$ cat config.mk
export PLATFORM = sky130hd
export DESIGN_NAME = source_text_tokenizer_top
export DESIGN_NICKNAME = d
export VERILOG_FILES = /design/src/hw/rtl/stt_pkg.sv /design/src/hw/rtl/source_text_tokenizer_top.sv
export SDC_FILE = /design/constraint.sdc
export NUM_CORES = 1
export LEC_CHECK = 0
export ABC_AREA = 0
export BUFFER_PORTS_ARGS = -buffer_cell sky130_fd_sc_hd__buf_2
export CELL_PAD_IN_SITES_DETAIL_PLACEMENT = 1
export CELL_PAD_IN_SITES_GLOBAL_PLACEMENT = 1
export CORE_AREA = 4 4 169 171
export CTS_BUF_LIST = sky130_fd_sc_hd__clkbuf_4
export DETAILED_ROUTE_END_ITERATION = 8
export DIE_AREA = 0 0 173 175
export HOLD_SLACK_MARGIN = 0.08
export PLACE_DENSITY = 0.86
export SETUP_SLACK_MARGIN = 0.2
export SLEW_MARGIN = 20
export SYNTH_ARGS = -nofsm -noshare
export SYNTH_HDL_FRONTEND = slang
export SYNTH_SLANG_ARGS = --single-unit
$ cat constraint.sdc
create_clock -name i_clk -period 14.01 [get_ports i_clk]
set_clock_uncertainty 0.15 [all_clocks]
set_input_delay 0.7005 -clock i_clk [delete_from_list [all_inputs] [get_ports i_clk]]
set_output_delay 0.7005 -clock i_clk [all_outputs]
set_load 0.02 [all_outputs]
$ cat src/hw/rtl/stt_pkg.sv
// Types, token codes and character-class helpers for the source text tokenizer.
package stt_pkg;

    localparam int POS_WIDTH = 16;
    localparam logic [POS_WIDTH-1:0] POS_MAX = {POS_WIDTH{1'b1}};

    // token kinds
    localparam logic [4:0] KIND_IDENT = 5'd0;
    localparam logic [4:0] KIND_INT   = 5'd1;
    localparam logic [4:0] KIND_STR   = 5'd2;
    localparam logic [4:0] KIND_LPAR  = 5'd3;
    localparam logic [4:0] KIND_RPAR  = 5'd4;
    localparam logic [4:0] KIND_SEMI  = 5'd5;
    localparam logic [4:0] KIND_LBRC  = 5'd6;
    localparam logic [4:0] KIND_RBRC  = 5'd7;
    localparam logic [4:0] KIND_LBRK  = 5'd8;
    localparam logic [4:0] KIND_RBRK  = 5'd9;
    localparam logic [4:0] KIND_ASSN  = 5'd10;
    localparam logic [4:0] KIND_PLUS  = 5'd11;
    localparam logic [4:0] KIND_MINUS = 5'd12;
    localparam logic [4:0] KIND_STAR  = 5'd13;
    localparam logic [4:0] KIND_SLASH = 5'd14;
    localparam logic [4:0] KIND_COLON = 5'd15;
    localparam logic [4:0] KIND_EOF   = 5'd16;
    localparam logic [4:0] KIND_ERR   = 5'd17;

    // characters with special handling
    localparam logic [7:0] CH_SPACE = 8'h20;
    localparam logic [7:0] CH_TAB   = 8'h09;
    localparam logic [7:0] CH_NL    = 8'h0A;
    localparam logic [7:0] CH_QUOTE = 8'h22;
    localparam logic [7:0] CH_UNDER = 8'h5F;

    // "EOF" is three characters long
    localparam logic [POS_WIDTH-1:0] EOF_LENGTH = POS_WIDTH'(3);

    typedef struct packed {
        logic [7:0] text_byte;
        logic       end_of_text;
    } t_in_item;

    typedef struct packed {
        logic [4:0]           token_code;
        logic [POS_WIDTH-1:0] start_row;
        logic [POS_WIDTH-1:0] start_column;
        logic [POS_WIDTH-1:0] token_length;
        logic                 last_of_run;
    } t_out_item;

    function automatic logic is_letter(input logic [7:0] b);
        return (b >= 8'h61 && b <= 8'h7A) || (b >= 8'h41 && b <= 8'h5A) || b == CH_UNDER;
    endfunction

    function automatic logic is_digit(input logic [7:0] b);
        return b >= 8'h30 && b <= 8'h39;
    endfunction

    function automatic logic [POS_WIDTH-1:0] sat_inc(input logic [POS_WIDTH-1:0] v);
        return (v == POS_MAX) ? POS_MAX : v + POS_WIDTH'(1);
    endfunction

    // single-character operators; anything else is an error token
    function automatic logic [4:0] op_kind(input logic [7:0] b);
        logic [4:0] k;
        unique case (b)
            8'h28:   k = KIND_LPAR;
            8'h29:   k = KIND_RPAR;
            8'h3B:   k = KIND_SEMI;
            8'h7B:   k = KIND_LBRC;
            8'h7D:   k = KIND_RBRC;
            8'h5B:   k = KIND_LBRK;
            8'h5D:   k = KIND_RBRK;
            8'h3D:   k = KIND_ASSN;
            8'h2B:   k = KIND_PLUS;
            8'h2D:   k = KIND_MINUS;
            8'h2A:   k = KIND_STAR;
            8'h2F:   k = KIND_SLASH;
            8'h3A:   k = KIND_COLON;
            default: k = KIND_ERR;
        endcase
        return k;
    endfunction

endpackage

$ cat src/hw/rtl/source_text_tokenizer_top.sv
// Byte-serial tokenizer: scan state, token formation and output queue.
//
// Takes one source byte or end-of-text marker per cycle while o_in_ready is
// high and produces tokens with start row, start column and length. Each
// accepted request updates the scan state in the same cycle and writes its
// zero, one or two tokens into a four-entry output queue; a token reaches
// the output once those ahead of it have drained. The output side drains
// one token per cycle while i_out_ready is high, so a steady byte stream
// runs at one byte per cycle as long as bytes give at most one token each;
// a byte that closes a pending identifier or integer and is an operator
// or unknown symbol, and end-of-text with a pending token, queue two tokens.
// o_in_ready drops while fewer than two queue slots are free. Row, column
// and length saturate at all ones; after EOF the scanner returns to its
// reset state, ready for a new text. No keyword flagging, no lexeme.
module source_text_tokenizer_top (
    input  logic              i_clk,
    input  logic              i_rst_n,
    input  logic              i_in_valid,
    output logic              o_in_ready,
    input  stt_pkg::t_in_item i_in_data,
    output logic              o_out_valid,
    input  logic              i_out_ready,
    output stt_pkg::t_out_item o_out_data
);

    localparam int PW = stt_pkg::POS_WIDTH;

    // scan modes
    localparam logic [1:0] MODE_IDLE  = 2'd0;
    localparam logic [1:0] MODE_IDENT = 2'd1;
    localparam logic [1:0] MODE_INT   = 2'd2;
    localparam logic [1:0] MODE_STR   = 2'd3;

    // output queue geometry
    localparam int QDEPTH = 4;
    localparam int PTR_W  = $clog2(QDEPTH);
    localparam int CNT_W  = $clog2(QDEPTH + 1);

    // scan state
    logic [1:0]    r_mode, n_mode;
    logic [PW-1:0] r_row, n_row;
    logic [PW-1:0] r_col, n_col;
    logic [PW-1:0] r_psr, n_psr;
    logic [PW-1:0] r_psc, n_psc;
    logic [PW-1:0] r_plen, n_plen;

    // output queue
    stt_pkg::t_out_item r_q [QDEPTH];
    logic [PTR_W-1:0]   r_wp, r_rp;
    logic [CNT_W-1:0]   r_count, n_count;

    logic       accept_in, accept_out;
    logic [7:0] b;
    logic       flush_v, main_v;
    stt_pkg::t_out_item flush_t, main_t, e0, e1;
    logic [1:0] n_tokens;

    assign accept_in  = i_in_valid && o_in_ready;
    assign accept_out = o_out_valid && i_out_ready;
    assign b          = i_in_data.text_byte;

    // Two token slots per request: a flush of the pending token, then the
    // token that the byte itself produces (operator, error, string, EOF).
    always_comb begin
        n_mode  = r_mode;
        n_row   = r_row;
        n_col   = r_col;
        n_psr   = r_psr;
        n_psc   = r_psc;
        n_plen  = r_plen;
        flush_v = 1'b0;
        main_v  = 1'b0;
        flush_t = '{token_code: stt_pkg::KIND_IDENT, start_row: r_psr,
                    start_column: r_psc, token_length: r_plen, last_of_run: 1'b0};
        main_t  = '{token_code: stt_pkg::KIND_ERR, start_row: r_row,
                    start_column: r_col, token_length: PW'(1), last_of_run: 1'b0};

        if (i_in_data.end_of_text) begin
            // flush whatever is pending; an open string is an error
            flush_v = (r_mode != MODE_IDLE);
            if (r_mode == MODE_INT) begin
                flush_t.token_code = stt_pkg::KIND_INT;
            end else if (r_mode == MODE_STR) begin
                flush_t.token_code = stt_pkg::KIND_ERR;
            end
            main_v              = 1'b1;
            main_t.token_code   = stt_pkg::KIND_EOF;
            main_t.token_length = stt_pkg::EOF_LENGTH;
            n_mode = MODE_IDLE;
            n_row  = PW'(1);
            n_col  = PW'(1);
            n_psr  = PW'(1);
            n_psc  = PW'(1);
            n_plen = '0;
        end else if (r_mode == MODE_STR) begin
            // newline inside a string is content: column advances, row holds
            if (b == stt_pkg::CH_QUOTE) begin
                main_v = 1'b1;
                main_t = '{token_code: stt_pkg::KIND_STR, start_row: r_psr,
                           start_column: r_psc, token_length: r_plen,
                           last_of_run: 1'b0};
                n_mode = MODE_IDLE;
                n_plen = '0;
            end else begin
                n_plen = stt_pkg::sat_inc(r_plen);
            end
            n_col = stt_pkg::sat_inc(r_col);
        end else if ((r_mode == MODE_IDENT &&
                      (stt_pkg::is_letter(b) || stt_pkg::is_digit(b))) ||
                     (r_mode == MODE_INT && stt_pkg::is_digit(b))) begin
            n_plen = stt_pkg::sat_inc(r_plen);
            n_col  = stt_pkg::sat_inc(r_col);
        end else begin
            // run ends here: emit it, then treat the byte as from idle
            if (r_mode == MODE_IDENT || r_mode == MODE_INT) begin
                flush_v = 1'b1;
                if (r_mode == MODE_INT) begin
                    flush_t.token_code = stt_pkg::KIND_INT;
                end
                n_mode = MODE_IDLE;
                n_plen = '0;
            end
            if (b == stt_pkg::CH_SPACE || b == stt_pkg::CH_TAB) begin
                n_col = stt_pkg::sat_inc(r_col);
            end else if (b == stt_pkg::CH_NL) begin
                n_row = stt_pkg::sat_inc(r_row);
                n_col = PW'(1);
            end else if (stt_pkg::is_letter(b)) begin
                n_mode = MODE_IDENT;
                n_psr  = r_row;
                n_psc  = r_col;
                n_plen = PW'(1);
                n_col  = stt_pkg::sat_inc(r_col);
            end else if (stt_pkg::is_digit(b)) begin
                n_mode = MODE_INT;
                n_psr  = r_row;
                n_psc  = r_col;
                n_plen = PW'(1);
                n_col  = stt_pkg::sat_inc(r_col);
            end else if (b == stt_pkg::CH_QUOTE) begin
                n_mode = MODE_STR;
                n_psr  = r_row;
                n_psc  = r_col;
                n_plen = '0;
                n_col  = stt_pkg::sat_inc(r_col);
            end else begin
                main_v            = 1'b1;
                main_t.token_code = stt_pkg::op_kind(b);
                n_col             = stt_pkg::sat_inc(r_col);
            end
        end

        // pack into queue order and mark the last token of the request
        e0 = flush_v ? flush_t : main_t;
        e1 = main_t;
        if (flush_v && main_v) begin
            e1.last_of_run = 1'b1;
        end else begin
            e0.last_of_run = 1'b1;
        end
        n_tokens = {1'b0, flush_v} + {1'b0, main_v};
    end

    always_comb begin
        n_count = r_count;
        if (accept_in) begin
            n_count = n_count + CNT_W'(n_tokens);
        end
        if (accept_out) begin
            n_count = n_count - CNT_W'(1);
        end
    end

    always_ff @(posedge i_clk) begin
        if (!i_rst_n) begin
            r_mode  <= MODE_IDLE;
            r_row   <= PW'(1);
            r_col   <= PW'(1);
            r_psr   <= PW'(1);
            r_psc   <= PW'(1);
            r_plen  <= '0;
            r_wp    <= '0;
            r_rp    <= '0;
            r_count <= '0;
        end else begin
            if (accept_in) begin
                r_mode <= n_mode;
                r_row  <= n_row;
                r_col  <= n_col;
                r_psr  <= n_psr;
                r_psc  <= n_psc;
                r_plen <= n_plen;
                r_wp   <= r_wp + PTR_W'(n_tokens);
            end
            if (accept_out) begin
                r_rp <= r_rp + PTR_W'(1);
            end
            r_count <= n_count;
        end
    end

    // queue payload, no reset needed
    always_ff @(posedge i_clk) begin
        if (accept_in && n_tokens != 2'd0) begin
            r_q[r_wp] <= e0;
            if (n_tokens == 2'd2) begin
                r_q[r_wp + PTR_W'(1)] <= e1;
            end
        end
    end

    // room for the worst case of two tokens per request
    assign o_in_ready  = (r_count <= CNT_W'(QDEPTH - 2));
    assign o_out_valid = (r_count != '0);
    assign o_out_data  = r_q[r_rp];

endmodule

# [Word-level counts from Yosys, hierarchy flattened]
# Memory sizes are Yosys's and may differ from the RTL's. A register that Yosys moved wholly into a read port is not among the register bits.
# Index checks and enable logic that the tools add are counted.
[word_totals] regBits=89 ram_bits=216 in_bits=13 elab_cells=175 mem_count=1
[memory_table] memory="r_q" words=4 width=54 read_ports=1 rd_ports_with_merged_regs=1 wr=2 line="source_text_tokenizer_top.sv:48" text="stt_pkg::t_out_item r_q [QDEPTH];"
[classes] add_sub_neg=9 magnitude_cmp=7 n_eq_ne=31 mux=95 reduce_logical=23
[ops] operator="16-bit two-way mux" count=40
[ops] operator="54-bit two-way mux" count=2
[ops] operator="8-bit by 6-bit == test with 1-bit output (second input constant)" count=11
[ops] operator="5-bit case mux with 13 select lines" count=1
[ops] operator="5-bit two-way mux" count=11
[ops] operator="49-bit two-way mux" count=1
[ops] operator="16-bit by 1-bit adder with 16-bit output (second input constant)" count=3
[ops] operator="16-bit == test (second input constant)" count=3
[ops] operator="8-bit by 7-bit == test with 1-bit output (second input constant)" count=5
[ops] operator="32-bit two-way mux" count=1
[ops] operator="1-bit two-way mux" count=25
[ops] operator="2-bit two-way mux" count=12
[ops] operator="8-bit by 4-bit == test with 1-bit output (second input constant)" count=2
[ops] operator="8-bit by 7-bit >= comparator with 1-bit output (second input constant)" count=2
[ops] operator="8-bit by 7-bit <= comparator with 1-bit output (second input constant)" count=2
[ops] operator="1-bit logical AND" count=9
[ops] operator="8-bit by 6-bit >= comparator with 1-bit output (second input constant)" count=1
[ops] operator="8-bit by 6-bit <= comparator with 1-bit output (second input constant)" count=1
[ops] operator="2-bit inequality test (second input constant)" count=4
[ops] operator="2-bit == test (second input constant)" count=3
[ops] operator="1-bit logical OR" count=6
[ops] operator="3-bit two-way mux" count=2
[ops] operator="6-bit AND reduction" count=1
[ops] operator="2-bit nonzero test" count=3
[ops] operator="13 further kinds" count=14

# [Longest topological paths before layout]
[logic_depth] ltp_word=15 mapped_depth=16

# [Least setup slack after synthesis]
# Ideal clock, no wire load.
[synth_path] path_type="input -> register" start="input i_in_data[3] (netlist bit)" end="memory r_q[2][0] (netlist bit), enable pin" setup_time_ns=0.483 arrival_time_ns=5.253 t_required_ns=13.377 slack_ns=8.123 path_stages=10 n_path_buf=1 path_cell_list="or2_2 -> o41a_1 -> a22oi_4 -> o211ai_1 -> and2_1 -> inv_1 -> ha_1 -> clkbuf_1 -> nand2_1 -> a21oi_1"
[synth_rtl] element="start, declared" line="source_text_tokenizer_top.sv:20" text="input stt_pkg::t_in_item i_in_data,"
[synth_rtl] element="end, declared" line="source_text_tokenizer_top.sv:48"

==> results_dict.tcl <==
set metrics [dict create \
    status "finished clean" \
    gp_congestion 0.902 \
    num-fill-cells 2715 \
    startpoint_type "input port" \
    preCtsSetupSlack_ps 8850 \
    die_x_um 173 \
    yosysUniqueCellTypes 70 \
    min_from "i_out_ready" \
    r2r_slack_ps 9620 \
    cp_max_fo 39 \
    drive_gt1_frac 0.233 \
    cts_resized 0 \
    crit_type "input port to flop" \
    syn_area_mm2 0.0152 \
    post-route-period-util 0.324 \
    ys_warn_count 0 \
    cts_buffers 80 \
    cts_sinks 307 \
    coreArea_mm2 0.0269 \
    h-tree-depth 3 \
    hold_class "input port to flop" \
    final_net_count 1316 \
    layout_commonest_cell "edfxtp_1" \
    leakagePower_nw 5.65 \
    crit_path_end_kind "flop" \
    synthArstFlopShare 0 \
    layout_min_cycle_time_ps 4550 \
    dpl-instance-area_mm2 0.0156 \
    maxSlewHeadroom 0.266 \
    setup_tns_ps 0 \
    worst-slew-pin-transition_ps 1090 \
    area_growth_pct 9.72 \
    timing.final.ws_setup_ps 9460 \
    syn-instance-count 1243 \
    synth_nets 1271 \
    antenna_found_initial 1 \
    cts_tree "built" \
    fp-row-count 60 \
    clkTransAtPathRegs_ps 60 \
    grt_pass1_wl_mm 70.1 \
    fmax_mhz 220 \
    cp-startpoint "i_in_data[5]" \
    synth-seq-area-share 0.547 \
    die-height_um 175 \
    finalHoldViolCount 0 \
    rsz0062_at_grt "no" \
    ys_seq_elements 307 \
    overflow 0 \
    multi_input_area_mm2 0.00625 \
    drc 0 \
    cts_hold_buf 0 \
    seq_area_mm2 0.00831 \
    vias_per_cell 6.93 \
    wirelength_mm 44.6 \
    clock_latency_ps 720 \
    setup_violations 0 \
    avgSynthCellArea_um2 12.2 \
    drt_first_pass_iters 6 \
    clk_path_buf_depth 3 \
    final_cell_mix "216 x edfxtp_1, 128 x a32o_1, 125 x clkbuf_4, 89 x dfxtp_1, 70 x nand2_1" \
    cellPowerDensity_mw_per_mm2 154 \
    initial_core_util 0.565 \
    cts_setup_buffers 0 \
    stdcell_area_mm2 0.0167 \
    avgRoutedWirePerCell_um 26.3 \
    worstPathRequired_ps 14160 \
    vias 11700 \
    ios 69 \
    ir_drop_mv 0.109 \
    dp_hpwl_mm 25.6 \
    synth_ff_type "edfxtp_1" \
    root_buffer "clkbuf_4" \
    io_buffers 68 \
    worstPathArrival_ps 4690 \
    die_area_mm2 0.0303 \
    synth-edff-count 216 \
    timing.final.max_slew_violations 0 \
    grt_max_degree 72 \
    drv_cap 0 \
    drt.antenna.violating_nets 0 \
    track_usage 0.291 \
    grt_pass1_vias 12300 \
    first_iter_violations 1451 \
    r2r-start "r_mode[0]" \
]
stage by stage:
| stage | std cells | power [mW] | utilization | hold WS [ps] |
|---|---|---|---|---|
| 2_1_floorplan | 1243 | 1.58 | - | 334 |
| 3_3_place_gp | 1547 | 1.77 | 0.580 | 358 |
| 3_5_place_dp | 1547 | 1.79 | 0.580 | 359 |
| 4_1_cts | 1694 | 2.58 | 0.619 | 215 |
| 5_1_grt | 1695 | 2.69 | 0.620 | 238 |
| 6_report | 1695 | 2.57 | 0.620 | 244 |
routing by layer:
| metal | up-vias | GRT usage | part of all wire |
|---|---|---|---|
| met5 | - | 0 | 0 |
| met4 | 0 | 0.113 | 0.028 |
| met3 | 98 | 0.0532 | 0.082 |
| met2 | 668 | 0.498 | 0.50 |
| met1 | 5907 | 0.370 | 0.39 |
| li1 | 5069 | - | - |
worst paths after layout:
kind,to,depth (start not counted)
min reg2reg,flop,2
max,r_q[3][46],11
max reg2reg,r_q[3][46],10
min,r_count[0],4
kinds of logic after synthesis:
| kind of cell | after synthesis | share of synthesized area |
|---|---|---|
| AO/OA/AOI/OAI | 360 | 0.187 |
| buffers and inverters | 157 | 0.0487 |
| XOR/XNOR | 9 | 0.00519 |
| multiplexers | 59 | 0.0834 |
| flip-flops | 307 | 0.547 |
| AND/OR/NAND/NOR | 336 | 0.115 |
| adder cells (fa/ha/maj) | 15 | 0.0129 |
layout make-up:
class / count / share of cell area
diodes: 1 / 0.000150
clock buffers: 125 / 0.0563
clock inverters: 22 / 0.00616
inverters: 30 / 0.00676
multi-input cells: 779 / 0.376
flip-flops and latches: 307 / 0.499
well taps: 341 / 0.0256
repair buffers: 90 / 0.0303
power breakdown:
group	internal [mW]	switching [mW]
clock	0.409	0.386
sequential	1.06	0.0510
combinational	0.248	0.414
worst max-delay path: stages:
cell,delay [ps]
buf_2,200
or4_4,570
nor3_1,530
a21oi_1,230
nand2_1,130
inv_1,50
ha_1,210
nor3_1,460
o21ai_0,410
nor2_4,570
buf_4,630
synth_stat cells (6+ instances only):
cell type | n | area share
edfxtp_1 | 216 | 0.43
a32o_1 | 128 | 0.084
dfxtp_1 | 91 | 0.12
clkbuf_1 | 81 | 0.020
nand2_1 | 70 | 0.017
nor2_1 | 65 | 0.016
and2_1 | 57 | 0.023
a21oi_1 | 55 | 0.018
mux4_2 | 54 | 0.080
o21ai_0 | 51 | 0.017
a22o_1 | 40 | 0.023
nand3_1 | 37 | 0.012
inv_1 | 30 | 0.0074
nor3_1 | 26 | 0.0086
a31oi_1 | 23 | 0.0095
buf_6 | 16 | 0.012
buf_2 | 15 | 0.0049
ha_1 | 14 | 0.012
nor2b_1 | 14 | 0.0058
buf_1 | 12 | 0.0030
nand2b_1 | 12 | 0.0049
nand4_1 | 9 | 0.0037
or3_1 | 8 | 0.0033
nor4_1 | 7 | 0.0029
xnor2_1 | 7 | 0.0040
a31o_2 | 6 | 0.0035
and3_1 | 6 | 0.0025
o211ai_1 | 6 | 0.0030
state kept, by name (all words and copies together), names as in the netlist, named ones only:
| name | count |
|---|---|
| r_rp | 2 |
| r_count | 3 |
| r_plen | 16 |
| r_row | 16 |
| r_mode | 2 |
| r_col | 16 |
| r_psr | 16 |
| r_q | 216 |
| r_psc | 16 |
| r_wp | 2 |
No activity file was read; power rests on OpenSTA's default activity.
